`config.mk`:
```
export PLATFORM = sky130hd
export DESIGN_NAME = link_failover_selector_flat
export DESIGN_NICKNAME = d
export VERILOG_FILES = /design/src/design/lfs_pkg.sv /design/src/design/lfs_if.sv /design/src/design/link_failover_selector.sv /design/src/design/lfs_link_table.sv /design/src/design/lfs_cmp_unit.sv /design/src/flat_wrapper.sv
export SDC_FILE = /design/constraint.sdc
export NUM_CORES = 1
export LEC_CHECK = 0
export BUFFER_PORTS_ARGS = -buffer_cell sky130_fd_sc_hd__buf_2
export CAP_MARGIN = 10
export CORE_AREA = 8 8 155 157
export DETAILED_ROUTE_END_ITERATION = 10
export DIE_AREA = 0 0 163 165
export HOLD_SLACK_MARGIN = 0.08
export SLEW_MARGIN = 20
export SYNTH_ARGS = -nofsm -noshare
export SYNTH_HDL_FRONTEND = slang
export SYNTH_HIERARCHICAL = 1
export SYNTH_SLANG_ARGS = --single-unit
```
`constraint.sdc`:
```
create_clock -name clk -period 8.73 [get_ports clk]
set_clock_uncertainty 0.05 [all_clocks]
set_input_delay 0.4365 -clock clk [delete_from_list [all_inputs] [get_ports clk]]
set_output_delay 0.4365 -clock clk [all_outputs]
set_load 0.05 [all_outputs]
```
`src/design/lfs_pkg.sv`:
```
// Types and constants of the link failover selector.
package lfs_pkg;

  localparam int AGE_W      = 17;
  localparam int HOLD_W     = 16;
  localparam int CFG_ADDR_W = 3;

  localparam logic [AGE_W-1:0] AGE_MAX = 17'h1FFFF;

  // Link states, ordered worst to best.
  localparam logic [1:0] ST_INVALID = 2'd0;
  localparam logic [1:0] ST_DOWN    = 2'd1;
  localparam logic [1:0] ST_UP      = 2'd2;
  localparam logic [1:0] ST_RUNNING = 2'd3;

  // Register select bit (paddr[2]).
  localparam logic REG_LINK_COUNT = 1'b0;
  localparam logic REG_HOLD_OFF   = 1'b1;

  localparam logic [2:0]        LINK_COUNT_RST = 3'd2;
  localparam logic [HOLD_W-1:0] HOLD_OFF_RST   = 16'd10000;

  typedef enum logic [1:0] {
    OP_REPORT = 2'd0,
    OP_SELECT = 2'd1,
    OP_TICK   = 2'd2,
    OP_NONE   = 2'd3
  } lfs_op_t;

  // Command from the sequencer to the link table.
  typedef struct packed {
    logic       wr;         // store a new state at the addressed slot
    logic       leave_run;  // slot leaves running: set was_running, restart age
    logic       tick;       // age every slot by one
    logic [1:0] state;
  } lfs_tbl_cmd_t;

  // Read port of the link table.
  typedef struct packed {
    logic [1:0]       state;
    logic             was_run;
    logic [AGE_W-1:0] age;
  } lfs_tbl_rd_t;

endpackage

```
`src/design/lfs_if.sv`:
```
// Item channels of the link failover selector: command in, result out.
interface lfs_cmd_if;
  logic       valid;
  logic       ready;
  logic [1:0] operation;
  logic [1:0] link_index;
  logic [1:0] link_state;

  modport source (output valid, output operation, output link_index, output link_state,
                  input ready);
  modport sink   (input valid, input operation, input link_index, input link_state,
                  output ready);
endinterface

interface lfs_rsp_if;
  logic       valid;
  logic       ready;
  logic [1:0] selected_link;
  logic       selection_valid;
  logic       use_default;
  logic       selection_changed;
  logic       link_state_changed;
  logic       recheck_scheduled;

  modport source (output valid, output selected_link, output selection_valid,
                  output use_default, output selection_changed,
                  output link_state_changed, output recheck_scheduled, input ready);
  modport sink   (input valid, input selected_link, input selection_valid,
                  input use_default, input selection_changed,
                  input link_state_changed, input recheck_scheduled, output ready);
endinterface

```
`src/design/link_failover_selector.sv`:
```
// Top level of the link failover selector: sequencer, registers and ports.
//
// Channel  Dir  Handshake         Payload
// cmd      in   valid/ready       operation, link_index, link_state
// rsp      out  valid/ready       selected_link, selection_valid, use_default,
//                                 selection_changed, link_state_changed,
//                                 recheck_scheduled
// apb      in   psel/penable      link_count (0x0), hold_off_ticks (0x4)
//
// A report, tick or no-op item passes through S_EXEC and S_DONE before the next accept,
// and so does a select that needs no scan.
// A select that scans adds S_SCAN, stepping one link slot at a time through the
// single table read port and the shared compare unit, then S_DECIDE.
// cmd.ready is high only while the sequencer is idle; one finished result can
// wait in the output register while the next item is taken in.
// A stalled output holds the sequencer in its final step until the register frees.
// Reset (rst, synchronous) clears all links to invalid and arms a reselection.
module link_failover_selector import lfs_pkg::*; #(
  parameter int NUM_LINKS = 4
) (
  input  logic                  clk,
  input  logic                  rst,
  lfs_cmd_if.sink               cmd,
  lfs_rsp_if.source             rsp,
  input  logic                  psel,
  input  logic                  penable,
  input  logic                  pwrite,
  input  logic [CFG_ADDR_W-1:0] paddr,
  input  logic [31:0]           pwdata,
  output logic [31:0]           prdata,
  output logic                  pready
);

  localparam int SLOT_W = $clog2(NUM_LINKS);
  localparam int CNT_W  = $clog2(NUM_LINKS + 1);

  typedef enum logic [4:0] {
    S_IDLE   = 5'b00001,
    S_EXEC   = 5'b00010,
    S_SCAN   = 5'b00100,
    S_DECIDE = 5'b01000,
    S_DONE   = 5'b10000
  } lfs_state_t;

  lfs_state_t state;

  // Configuration registers.
  logic [2:0]        link_count;
  logic [HOLD_W-1:0] hold_off;

  // Latched item.
  lfs_op_t    op_q;
  logic [1:0] idx_q;
  logic [1:0] st_q;

  // Selection state.
  logic [SLOT_W-1:0] cur;
  logic              cur_valid;
  logic              reselect;
  logic [HOLD_W-1:0] recheck_cnt;
  logic              recheck_armed;

  // Scan state.
  logic [SLOT_W-1:0] scan_i;
  logic [SLOT_W-1:0] best;
  logic [1:0]        best_state;
  logic              have_best;

  // Result flags of the item in flight.
  logic f_changed;
  logic f_lsc;
  logic f_rsched;

  logic rsp_valid;

  logic              cfg_wr;
  logic [CNT_W-1:0]  eff_cnt;
  logic              cur_in_range;
  logic              idx_in_range;
  logic              sel_cv;
  logic              report_hit;
  logic              scan_start;
  logic              scan_take;
  logic              scan_last;
  logic [HOLD_W-1:0] cnt_dec;

  lfs_tbl_cmd_t      tbl_cmd;
  lfs_tbl_rd_t       tbl_rd;
  logic [SLOT_W-1:0] tbl_addr;

  logic              cmp_gt;
  logic              cmp_hold;
  logic [HOLD_W-1:0] cmp_delay;

  // ---------------------------------------------------------------- config port
  assign cfg_wr = psel && penable && pwrite;
  assign pready = 1'b1;

  always_comb begin
    unique case (paddr[2])
      REG_LINK_COUNT: prdata = {29'd0, link_count};
      REG_HOLD_OFF:   prdata = {16'd0, hold_off};
      default:        prdata = '0;
    endcase
  end

  // Link count clamped to the slots that exist.
  always_comb begin
    if (32'(link_count) > NUM_LINKS) begin
      eff_cnt = CNT_W'(NUM_LINKS);
    end else begin
      eff_cnt = CNT_W'(link_count);
    end
  end

  assign cur_in_range = 32'(cur) < 32'(eff_cnt);
  assign idx_in_range = (32'(idx_q) < 32'(eff_cnt)) && (32'(idx_q) < NUM_LINKS);
  assign sel_cv       = cur_valid && cur_in_range;

  // ---------------------------------------------------------------- link table
  always_comb begin
    unique case (state)
      S_EXEC:  tbl_addr = (op_q == OP_REPORT) ? SLOT_W'(32'(idx_q)) : cur;
      S_SCAN:  tbl_addr = scan_i;
      default: tbl_addr = cur;
    endcase
  end

  assign report_hit = (state == S_EXEC) && (op_q == OP_REPORT) && idx_in_range &&
                      (tbl_rd.state != st_q);

  always_comb begin
    tbl_cmd.wr        = report_hit;
    tbl_cmd.leave_run = (tbl_rd.state == ST_RUNNING) && (st_q != ST_RUNNING);
    tbl_cmd.tick      = (state == S_EXEC) && (op_q == OP_TICK);
    tbl_cmd.state     = st_q;
  end

  lfs_link_table #(.NUM_LINKS(NUM_LINKS)) u_table (
    .clk  (clk),
    .rst  (rst),
    .cmd  (tbl_cmd),
    .addr (tbl_addr),
    .rd   (tbl_rd)
  );

  // ---------------------------------------------------------------- shared compare
  lfs_cmp_unit u_cmp (
    .cand_state  (tbl_rd.state),
    .best_state  (best_state),
    .hold        (hold_off),
    .age         (tbl_rd.age),
    .gt          (cmp_gt),
    .hold_active (cmp_hold),
    .delay       (cmp_delay)
  );

  // A select of two or more links scans on reselect or an invalid current, unless a running current is kept.
  assign scan_start = (op_q == OP_SELECT) && (eff_cnt > CNT_W'(1)) &&
                      (reselect || !sel_cv) &&
                      !(sel_cv && (tbl_rd.state == ST_RUNNING));

  // Skip the current link; take a slot only if strictly better than the best so far (ties keep the earlier).
  assign scan_take = !(cur_valid && (scan_i == cur)) && (!have_best || cmp_gt);
  assign scan_last = 32'(scan_i) == (32'(eff_cnt) - 1);
  assign cnt_dec   = (recheck_cnt != '0) ? recheck_cnt - 1'b1 : recheck_cnt;

  // ---------------------------------------------------------------- sequencer
  always_ff @(posedge clk) begin
    if (rst) begin
      state         <= S_IDLE;
      link_count    <= LINK_COUNT_RST;
      hold_off      <= HOLD_OFF_RST;
      cur           <= '0;
      cur_valid     <= 1'b0;
      reselect      <= 1'b1;
      recheck_cnt   <= '0;
      recheck_armed <= 1'b0;
      rsp_valid     <= 1'b0;
    end else begin
      if (cfg_wr) begin
        unique case (paddr[2])
          REG_LINK_COUNT: link_count <= pwdata[2:0];
          REG_HOLD_OFF:   hold_off   <= pwdata[HOLD_W-1:0];
          default: ;
        endcase
      end

      // Drop the result once taken, unless a new one is loaded below.
      if (rsp_valid && rsp.ready && (state != S_DONE)) begin
        rsp_valid <= 1'b0;
      end

      unique case (state)
        S_IDLE: begin
          if (cmd.valid) begin
            op_q      <= lfs_op_t'(cmd.operation);
            idx_q     <= cmd.link_index;
            st_q      <= cmd.link_state;
            f_changed <= 1'b0;
            f_lsc     <= 1'b0;
            f_rsched  <= 1'b0;
            state     <= S_EXEC;
          end
        end

        S_EXEC: begin
          state <= scan_start ? S_SCAN : S_DONE;
          unique case (op_q)
            OP_REPORT: begin
              if (report_hit) begin
                reselect <= 1'b1;
                f_lsc    <= 1'b1;
              end
            end
            OP_TICK: begin
              if (recheck_armed) begin
                recheck_cnt <= cnt_dec;
                if (cnt_dec == '0) begin
                  recheck_armed <= 1'b0;
                  reselect      <= 1'b1;
                end
              end
            end
            OP_SELECT: begin
              if (eff_cnt == '0) begin
                reselect <= 1'b0;
              end else if (eff_cnt == CNT_W'(1)) begin
                // Single link: pin slot zero.
                f_changed <= !cur_valid || (cur != '0);
                cur       <= '0;
                cur_valid <= 1'b1;
                reselect  <= 1'b0;
              end else begin
                cur_valid <= sel_cv;
                if (reselect || !sel_cv) begin
                  reselect <= 1'b0;
                  // Keep a running current link; otherwise scan the slots below the link count.
                  if (!(sel_cv && (tbl_rd.state == ST_RUNNING))) begin
                    have_best  <= sel_cv;
                    best       <= cur;
                    best_state <= ST_INVALID;
                    scan_i     <= '0;
                  end
                end
              end
            end
            default: ;
          endcase
        end

        S_SCAN: begin
          if (scan_take) begin
            have_best  <= 1'b1;
            best       <= scan_i;
            best_state <= tbl_rd.state;
          end
          scan_i <= scan_i + 1'b1;
          if (scan_last) begin
            state <= S_DECIDE;
          end
        end

        S_DECIDE: begin
          state <= S_DONE;
          priority if (cur_valid && ((best == cur) || (best_state != ST_RUNNING))) begin
            // Nothing better and running: keep current.
          end else if (cur_valid && tbl_rd.was_run && cmp_hold) begin
            // Current left running too recently: defer, keep earliest expiry.
            if (!recheck_armed || (cmp_delay < recheck_cnt)) begin
              recheck_cnt <= cmp_delay;
            end
            recheck_armed <= 1'b1;
            f_rsched      <= 1'b1;
          end else begin
            cur       <= best;
            cur_valid <= 1'b1;
            f_changed <= !cur_valid || (cur != best);
          end
        end

        S_DONE: begin
          if (!rsp_valid || rsp.ready) begin
            rsp_valid                <= 1'b1;
            rsp.use_default          <= (eff_cnt == '0);
            rsp.selected_link        <= (eff_cnt == '0) ? 2'd0 : 2'(32'(cur));
            rsp.selection_valid      <= (eff_cnt == '0) ? 1'b1 : cur_valid;
            rsp.selection_changed    <= f_changed;
            rsp.link_state_changed   <= f_lsc;
            rsp.recheck_scheduled    <= f_rsched;
            state                    <= S_IDLE;
          end
        end

        default: state <= S_IDLE;
      endcase
    end
  end

  assign cmd.ready = (state == S_IDLE);
  assign rsp.valid = rsp_valid;

endmodule

```
`src/design/lfs_link_table.sv`:
```
// Per-link state, was-running flag and saturating age, one read/write slot.
module lfs_link_table import lfs_pkg::*; #(
  parameter int NUM_LINKS = 4
) (
  input  logic                         clk,
  input  logic                         rst,
  input  lfs_tbl_cmd_t                 cmd,
  input  logic [$clog2(NUM_LINKS)-1:0] addr,
  output lfs_tbl_rd_t                  rd
);

  logic [1:0]       states  [NUM_LINKS];
  logic             was_run [NUM_LINKS];
  logic [AGE_W-1:0] age     [NUM_LINKS];

  assign rd.state   = states[addr];
  assign rd.was_run = was_run[addr];
  assign rd.age     = age[addr];

  always_ff @(posedge clk) begin
    if (rst) begin
      for (int i = 0; i < NUM_LINKS; i++) begin
        states[i]  <= ST_INVALID;
        was_run[i] <= 1'b0;
        age[i]     <= '0;
      end
    end else begin
      if (cmd.tick) begin
        for (int i = 0; i < NUM_LINKS; i++) begin
          if (age[i] != AGE_MAX) begin
            age[i] <= age[i] + 1'b1;
          end
        end
      end
      if (cmd.wr) begin
        states[addr] <= cmd.state;
        if (cmd.leave_run) begin
          was_run[addr] <= 1'b1;
          age[addr]     <= '0;
        end
      end
    end
  end

endmodule

```
`src/design/lfs_cmp_unit.sv`:
```
// Shared compare unit: candidate-vs-best state and hold-off age test.
module lfs_cmp_unit import lfs_pkg::*; (
  input  logic [1:0]        cand_state,
  input  logic [1:0]        best_state,
  input  logic [HOLD_W-1:0] hold,
  input  logic [AGE_W-1:0]  age,
  output logic              gt,
  output logic              hold_active,
  output logic [HOLD_W-1:0] delay
);

  logic [AGE_W:0] diff;

  assign gt          = cand_state > best_state;
  // Borrow in the top bit means age is past the hold-off.
  assign diff        = {2'b00, hold} - {1'b0, age};
  assign hold_active = !diff[AGE_W] && (diff != '0);
  assign delay       = diff[HOLD_W-1:0];

endmodule

```
`src/flat_wrapper.sv`:
```
// flat-port wrapper written by rule: the top's interface ports become plain ports
module link_failover_selector_flat import lfs_pkg::*;
#(
  parameter int NUM_LINKS = 4
)
  (clk, rst, psel, penable, pwrite, paddr, pwdata, prdata, pready, cmd_valid, cmd_operation, cmd_link_index, cmd_link_state, cmd_ready, rsp_valid, rsp_selected_link, rsp_selection_valid, rsp_use_default, rsp_selection_changed, rsp_link_state_changed, rsp_recheck_scheduled, rsp_ready);
  lfs_cmd_if cmd_i ();
  lfs_rsp_if rsp_i ();
  input  logic clk;
  input  logic rst;
  input  logic psel;
  input  logic penable;
  input  logic pwrite;
  input  logic [CFG_ADDR_W-1:0] paddr;
  input  logic [31:0] pwdata;
  output logic [31:0] prdata;
  output logic pready;
  input wire logic [$bits(cmd_i.valid)-1:0] cmd_valid;
  input wire logic [$bits(cmd_i.operation)-1:0] cmd_operation;
  input wire logic [$bits(cmd_i.link_index)-1:0] cmd_link_index;
  input wire logic [$bits(cmd_i.link_state)-1:0] cmd_link_state;
  output wire logic [$bits(cmd_i.ready)-1:0] cmd_ready;
  output wire logic [$bits(rsp_i.valid)-1:0] rsp_valid;
  output wire logic [$bits(rsp_i.selected_link)-1:0] rsp_selected_link;
  output wire logic [$bits(rsp_i.selection_valid)-1:0] rsp_selection_valid;
  output wire logic [$bits(rsp_i.use_default)-1:0] rsp_use_default;
  output wire logic [$bits(rsp_i.selection_changed)-1:0] rsp_selection_changed;
  output wire logic [$bits(rsp_i.link_state_changed)-1:0] rsp_link_state_changed;
  output wire logic [$bits(rsp_i.recheck_scheduled)-1:0] rsp_recheck_scheduled;
  input wire logic [$bits(rsp_i.ready)-1:0] rsp_ready;
  assign cmd_i.valid = cmd_valid;
  assign cmd_i.operation = cmd_operation;
  assign cmd_i.link_index = cmd_link_index;
  assign cmd_i.link_state = cmd_link_state;
  assign cmd_ready = cmd_i.ready;
  assign rsp_valid = rsp_i.valid;
  assign rsp_selected_link = rsp_i.selected_link;
  assign rsp_selection_valid = rsp_i.selection_valid;
  assign rsp_use_default = rsp_i.use_default;
  assign rsp_selection_changed = rsp_i.selection_changed;
  assign rsp_link_state_changed = rsp_i.link_state_changed;
  assign rsp_recheck_scheduled = rsp_i.recheck_scheduled;
  assign rsp_i.ready = rsp_ready;
  link_failover_selector #(.NUM_LINKS(NUM_LINKS)) u_core (.clk(clk), .rst(rst), .cmd(cmd_i), .rsp(rsp_i), .psel(psel), .penable(penable), .pwrite(pwrite), .paddr(paddr), .pwdata(pwdata), .prdata(prdata), .pready(pready));
endmodule
```
After elaboration in Yosys (flattened, before gate mapping)
Memory sizes are Yosys's and may differ from the RTL's.
Index checks and enable logic that the tools add are counted.

word-level totals
  logic and storage cells = 270
  bits in read-only memories = 0
  register bits after elaboration = 69
  input port bits = 48
  memories kept = 3
  memory bits (writable) = 80
  bits in latches = 0

memories
  name                    words  width  read ports  clocked after memory_dff  write ports  line                  RTL
  u_core.u_table.age      4      17     5           0                         4            lfs_link_table.sv:14  logic [AGE_W-1:0] age [NUM_LINKS];
  u_core.u_table.states   4      2      1           0                         4            lfs_link_table.sv:12  logic [1:0] states [NUM_LINKS];
  u_core.u_table.was_run  4      1      1           0                         4            lfs_link_table.sv:13  logic was_run [NUM_LINKS];

operators by class
  shift operators = 0
  div/mod/pow operators = 0
  $mul = 0
  bitwise gates (word level) = 6
  equal/unequal tests = 43
  reduce and logical (&&, ||, !) cells = 65
  multiplexer cells = 114
  $add $sub $neg = 8
  $lt $le $gt $ge = 6

operator list
  operator                                                number
  2-to-1 mux 16 bit                                       6
  2-to-1 mux 17 bit                                       5
  adder 17 x 1 -> 17 bit (second input constant)          4
  inequality test 17 bit (second input constant)          4
  case mux 32 bit (2 select lines)                        1
  2-to-1 mux 1 bit                                        61
  2-to-1 mux 2 bit                                        22
  equality test 2 x 32 -> 1 bit                           1
  case mux 16 bit (2 select lines)                        1
  inequality test 2 bit (second input constant)           13
  case mux 5 bit (5 select lines)                         1
  logical AND 1 bit                                       20
  2-to-1 mux 5 bit                                        4
  inequality test 2 x 1 -> 1 bit (second input constant)  10
  case mux 2 bit (2 select lines)                         5
  AND reduction 6 bit                                     3
  nonzero test 18 bit                                     1
  subtractor 16 x 17 -> 18 bit                            1
  OR reduction 17 bit                                     1
  zero test 16 bit                                        1
  < comparator 16 bit                                     1
  AND reduction 8 bit                                     2
  nonzero test 16 bit                                     1
  subtractor 16 x 1 -> 16 bit (second input constant)     1
  other kinds (36)                                        72

Logic depth before layout (Yosys ltp)
An unclocked memory read counts as a cell.

  depth after elaboration = 12
  depth in mapped cells = 26
  mapped depth without buffers = 23

By module
The synthesis kept the hierarchy.

by module, submodules not included
  module                  times used  area each (um^2)  cells an instance
  link_failover_selector  1           4501.8            544
  lfs_link_table          1           4154.0            434
  lfs_cmp_unit            1           929.6             135

Least setup slack after synthesis
No wires, ideal clock.

  kind = flip-flop to flip-flop
  start point = register u_core.state[4]
  end point = register u_core.recheck_cnt[1]
  setup slack = 2.416 ns
  data required time = 8.585 ns
  setup time = 0.095 ns
  cell stages (with the launch flop) = 27
  data arrival time = 6.169 ns
  cell sequence = dfxtp_1 -> or3_1 -> or2_2 -> or3_1 -> nand2_1 -> o21ai_0 -> nand2_1 -> buf_2 -> buf_2 -> buf_2 -> mux4_2 -> inv_1 -> ha_1 -> nor2b_1 -> o211ai_1 -> a21oi_1 -> o41a_1 -> a31oi_1 -> a21oi_1 -> xor2_1 -> ha_1 -> nand4_1 -> or4_1 -> o32ai_1 -> o21a_1 -> nor2_1 -> a221oi_1

RTL lines
  element                   line                           RTL
  start: declaration        link_failover_selector.sv:45   lfs_state_t state;
  start signal: assignment  link_failover_selector.sv:208  state <= scan_start ? S_SCAN : S_DONE;
  end signal: assignment    link_failover_selector.sv:218  recheck_cnt <= cnt_dec;
  end signal: assignment    link_failover_selector.sv:271  recheck_cnt <= cmp_delay;
  end: declaration          link_failover_selector.sv:60   logic [HOLD_W-1:0] recheck_cnt;

==> flow_results.xml <==
<?xml version="1.0" encoding="UTF-8"?>
<metrics>
  <group name="run_status">
    <metric name="run_status" unit="">finished clean</metric>
  </group>
  <group name="worst_hold_path">
    <metric name="hold_path_startpoint" unit="">cmd_link_state[0]</metric>
    <metric name="worst_hold_path_type" unit="">input port to flop</metric>
  </group>
  <group name="finish">
    <metric name="final_util" unit="%">48.8</metric>
    <metric name="most_common_cell_after_layout_fill_and_taps_aside" unit="">sky130_fd_sc_hd__nand2_1</metric>
    <metric name="layout.cells.most_common_list" unit="">sky130_fd_sc_hd__nand2_1 (123), sky130_fd_sc_hd__dfxtp_1 (114), sky130_fd_sc_hd__nor2_1 (108)</metric>
    <metric name="fin_nets" unit="">1240</metric>
    <metric name="drive_gt1_share" unit="%">11.8</metric>
    <metric name="flow.area_growth_from_synthesis" unit="%">9.45</metric>
    <metric name="antenna_cells_inserted" unit="">0</metric>
    <metric name="layout.cell_area.non_filler" unit="um^2">10500</metric>
  </group>
  <group name="routing">
    <metric name="first_pass_detailed_route_iteration_total" unit="">5</metric>
    <metric name="final_antenna_net_count" unit="">0</metric>
    <metric name="detailroute.via_count" unit="">8262</metric>
    <metric name="detail_route.vias_per_cell" unit="">5.75</metric>
    <metric name="post-route-drc-count" unit="">0</metric>
    <metric name="post_drt_wl_per_cell" unit="um">17.9</metric>
    <metric name="drt_wl_total" unit="um">25700</metric>
    <metric name="detailedRoute.firstIterationViolations" unit="">509</metric>
  </group>
  <group name="timing">
    <metric name="post_route_minimum_period" unit="ns">7.33</metric>
    <metric name="rsz_0062_raised_after_global_routing" unit="">false</metric>
    <metric name="timing_worst_slew_pin_value" unit="ns">1.01</metric>
    <metric name="fin_crit_sh" unit="%">84.0</metric>
    <metric name="hold_viol_final" unit="">0</metric>
    <metric name="slew_hr" unit="%">32.2</metric>
    <metric name="timing.final.setup_violations" unit="">0</metric>
    <metric name="setup_total_negative_slack" unit="ns">0</metric>
    <metric name="slew_violations" unit="">0</metric>
    <metric name="timing.fmax" unit="MHz">136</metric>
  </group>
  <group name="grt">
    <metric name="grt_antenna_before_repair" unit="">0</metric>
    <metric name="track_usage" unit="%">18.9</metric>
    <metric name="grt_max_degree" unit="">43</metric>
    <metric name="global_route_wire_length_before_repair" unit="um">40300</metric>
    <metric name="first_global_vias" unit="">7782</metric>
    <metric name="gr_overflow_total" unit="">0</metric>
  </group>
  <group name="logic_synthesis">
    <metric name="post_synth_instance_area" unit="um^2">9590</metric>
    <metric name="synthesis.yosys.warnings" unit="">6</metric>
    <metric name="synth.distinct_cells" unit="">93</metric>
    <metric name="synth.ff_latch_count" unit="">149</metric>
    <metric name="seq_area_frac_synth" unit="%">34.8</metric>
    <metric name="synth_async_sr_flop_share" unit="%">0</metric>
    <metric name="most_area_consuming_cells_after_synthesis" unit="">sky130_fd_sc_hd__dfxtp_1 (24%), sky130_fd_sc_hd__edfxtp_1 (11%), sky130_fd_sc_hd__ha_1 (6.3%)</metric>
    <metric name="synth_ff_type" unit="">sky130_fd_sc_hd__dfxtp_1</metric>
    <metric name="synth.largest_area_cell" unit="">sky130_fd_sc_hd__dfxtp_1</metric>
    <metric name="syn-mean-instance-area" unit="um^2">8.61</metric>
    <metric name="postSynthCellCount" unit="">1113</metric>
    <metric name="synth_top_area_share" unit="%">23.8</metric>
    <metric name="synth_edf_count" unit="">35</metric>
  </group>
  <group name="floorplanning">
    <metric name="floorplan.initialDensity" unit="%">44.6</metric>
    <metric name="design.portCount" unit="">90</metric>
    <metric name="placementRows" unit="">54</metric>
    <metric name="dieHeight" unit="um">165</metric>
    <metric name="placeableCoreArea" unit="um^2">21500</metric>
    <metric name="chipWidth" unit="um">163</metric>
    <metric name="total_die_area" unit="um^2">26900</metric>
  </group>
  <group name="clock_network">
    <metric name="h-tree-depth" unit="">4</metric>
    <metric name="cts_tree" unit="">done</metric>
    <metric name="cts.sink_count" unit="">149</metric>
    <metric name="post-cts-setup-buffer-count" unit="">0</metric>
    <metric name="clkSlewWorstSetupHoldPaths" unit="ns">0.07</metric>
    <metric name="cts.root.buffer_cell" unit="">sky130_fd_sc_hd__clkbuf_16</metric>
    <metric name="cts_buffers" unit="">17</metric>
    <metric name="max-clock-path-buffers" unit="">2</metric>
    <metric name="cts_hold_buf" unit="">0</metric>
    <metric name="worstSkewPairLatency" unit="ns">0.43</metric>
    <metric name="cts.repair.resized" unit="">0</metric>
  </group>
  <group name="power">
    <metric name="intPower" unit="uW">1370</metric>
    <metric name="p_per_area" unit="nW/um^2">204</metric>
    <metric name="power.clock.fraction" unit="%">33.0</metric>
    <metric name="power_leakage" unit="uW">0.00395</metric>
    <metric name="netSwitchingFraction" unit="%">36.0</metric>
    <metric name="peakVddDrop" unit="uV">131</metric>
    <metric name="total_power" unit="uW">2140</metric>
    <metric name="seqPwrFrac" unit="%">35.2</metric>
    <metric name="pwr-share-comb" unit="%">31.7</metric>
    <metric name="switching_power" unit="uW">771</metric>
  </group>
  <group name="setup_path">
    <metric name="timing.setup.critical_path_class" unit="">flop to flop</metric>
    <metric name="critPathRequiredTime" unit="ns">8.97</metric>
    <metric name="critPathArrivalTime" unit="ns">7.57</metric>
    <metric name="critical_path.reg2reg.startpoint" unit="">u_core/state[4]$_SDFFE_PP0P_</metric>
    <metric name="critPathLaunchType" unit="">flop</metric>
    <metric name="endpoint_kind" unit="">flop</metric>
    <metric name="crit_fanout" unit="">21</metric>
    <metric name="critical_path.startpoint" unit="">u_core/state[4]$_SDFFE_PP0P_</metric>
  </group>
  <group name="placement">
    <metric name="placed_cell_area" unit="um^2">9930</metric>
    <metric name="placement.io_buffers" unit="">54</metric>
    <metric name="globalplace.congestion" unit="">0.885</metric>
    <metric name="hpwl" unit="um">19300</metric>
  </group>
  <group name="run">
    <metric name="cap_violations" unit="">0</metric>
  </group>
</metrics>
through the flow:
| step | setup slack [ns] | cells | hold slack [ns] |
|---|---|---|---|
| detailed placement | 1.43 | 1404 | 0.356 |
| CTS | 1.43 | 1436 | 0.110 |
| finish | 1.40 | 1436 | 0.130 |
| global route | 1.07 | 1436 | 0.111 |
| global placement | 1.60 | 1404 | 0.351 |
| floorplan | 2.42 | 1128 | 0.350 |
layout make-up:
| class | instances | area [um^2] |
|---|---|---|
| Tap cell | 280 | 350 |
| Clock inverter | 12 | 90.1 |
| Inverter | 63 | 236 |
| Clock buffer | 20 | 468 |
| Timing Repair Buffer | 58 | 300 |
| Multi-Input combinational cell | 854 | 5710 |
| Sequential cell | 149 | 3330 |
| Fill cell | 2130 | 11000 |
cells by family after synthesis:
kind of cell / synth area share, %
AO/OA/AOI/OAI: 15.2
XOR/XNOR: 5.48
adder cells (fa/ha/maj): 6.47
buffers and inverters: 6.21
flip-flops: 34.8
multiplexers: 6.45
other: 0.0783
AND/OR/NAND/NOR: 25.4
cell usage after synthesis, drive strengths merged, types with 20 or more instances:
master,n
a21oi,74
and2,21
buf,39
clkbuf,22
dfxtp,114
edfxtp,35
ha,48
inv,61
mux4,20
nand2,124
nand3,32
nand4,32
nor2,108
nor3,31
o21ai,32
xnor2,35
xor2,25
path summary, 6_finish.rpt:
path,endpoint,slack (ns),cells past startpoint
hold reg to reg,u_core/rsp.link_state_changed$_DFFE_PP_,0.37,0
setup reg to reg,u_core/recheck_cnt[13]$_SDFFE_PP0P_,1.40,22
setup / recovery,u_core/recheck_cnt[13]$_SDFFE_PP0P_,1.40,22
hold / removal,u_core/st_q[0]$_DFFE_PP_,0.13,1
routing by layer:
metal,vias up,wire length (um),global-route usage [%]
met4,0,501,7.05
li1,4081,-,-
met2,194,12600,32.3
met1,3955,11500,23.5
met3,32,1100,3.39
met5,-,0,0
power groups by stage:
| stage | clock network [uW] | registers [uW] | logic (uW) |
|---|---|---|---|
| after floorplan | 0 | 758 | 518 |
| after global placement | 0 | 769 | 668 |
| after detailed placement | 0 | 769 | 668 |
| after CTS | 721 | 753 | 671 |
| after global routing | 754 | 757 | 742 |
| final | 707 | 754 | 679 |
flip-flops by register name (all words and copies together) (netlist names), 2 cells and up:
name                      flops
u_core/best                   2
u_core/best_state             2
u_core/cur                    2
u_core/hold_off              16
u_core/idx_q                  2
u_core/link_count             3
u_core/op_q                   2
u_core/recheck_cnt           16
u_core/rsp.selected_link      2
u_core/scan_i                 2
u_core/st_q                   2
u_core/state                  5
u_core/u_table/age           68
u_core/u_table/states         8
u_core/u_table/was_run        4
worst max-delay path, cell delays in order, from the launching register on:
cell and delay, ns:
sky130_fd_sc_hd__dfxtp_1 0.33, sky130_fd_sc_hd__or3_1 0.45, sky130_fd_sc_hd__or2_2 0.37, sky130_fd_sc_hd__or3_1 0.37
sky130_fd_sc_hd__nand2_1 0.07, sky130_fd_sc_hd__o21ai_0 0.07, sky130_fd_sc_hd__nand2_1 0.67, sky130_fd_sc_hd__buf_4 0.35
sky130_fd_sc_hd__mux4_2 0.55, sky130_fd_sc_hd__inv_1 0.07, sky130_fd_sc_hd__ha_1 0.27, sky130_fd_sc_hd__and2b_2 0.23
sky130_fd_sc_hd__o21ai_0 0.21, sky130_fd_sc_hd__o311ai_0 0.27, sky130_fd_sc_hd__a41o_1 0.32, sky130_fd_sc_hd__xor2_1 0.19
sky130_fd_sc_hd__ha_1 0.34, sky130_fd_sc_hd__nand4_1 0.16, sky130_fd_sc_hd__or4_1 0.55, sky130_fd_sc_hd__o32ai_1 0.36
sky130_fd_sc_hd__o21ai_1 0.30, sky130_fd_sc_hd__nand3_1 0.43, sky130_fd_sc_hd__o221ai_1 0.18
(Power assumes the default switching activity.)
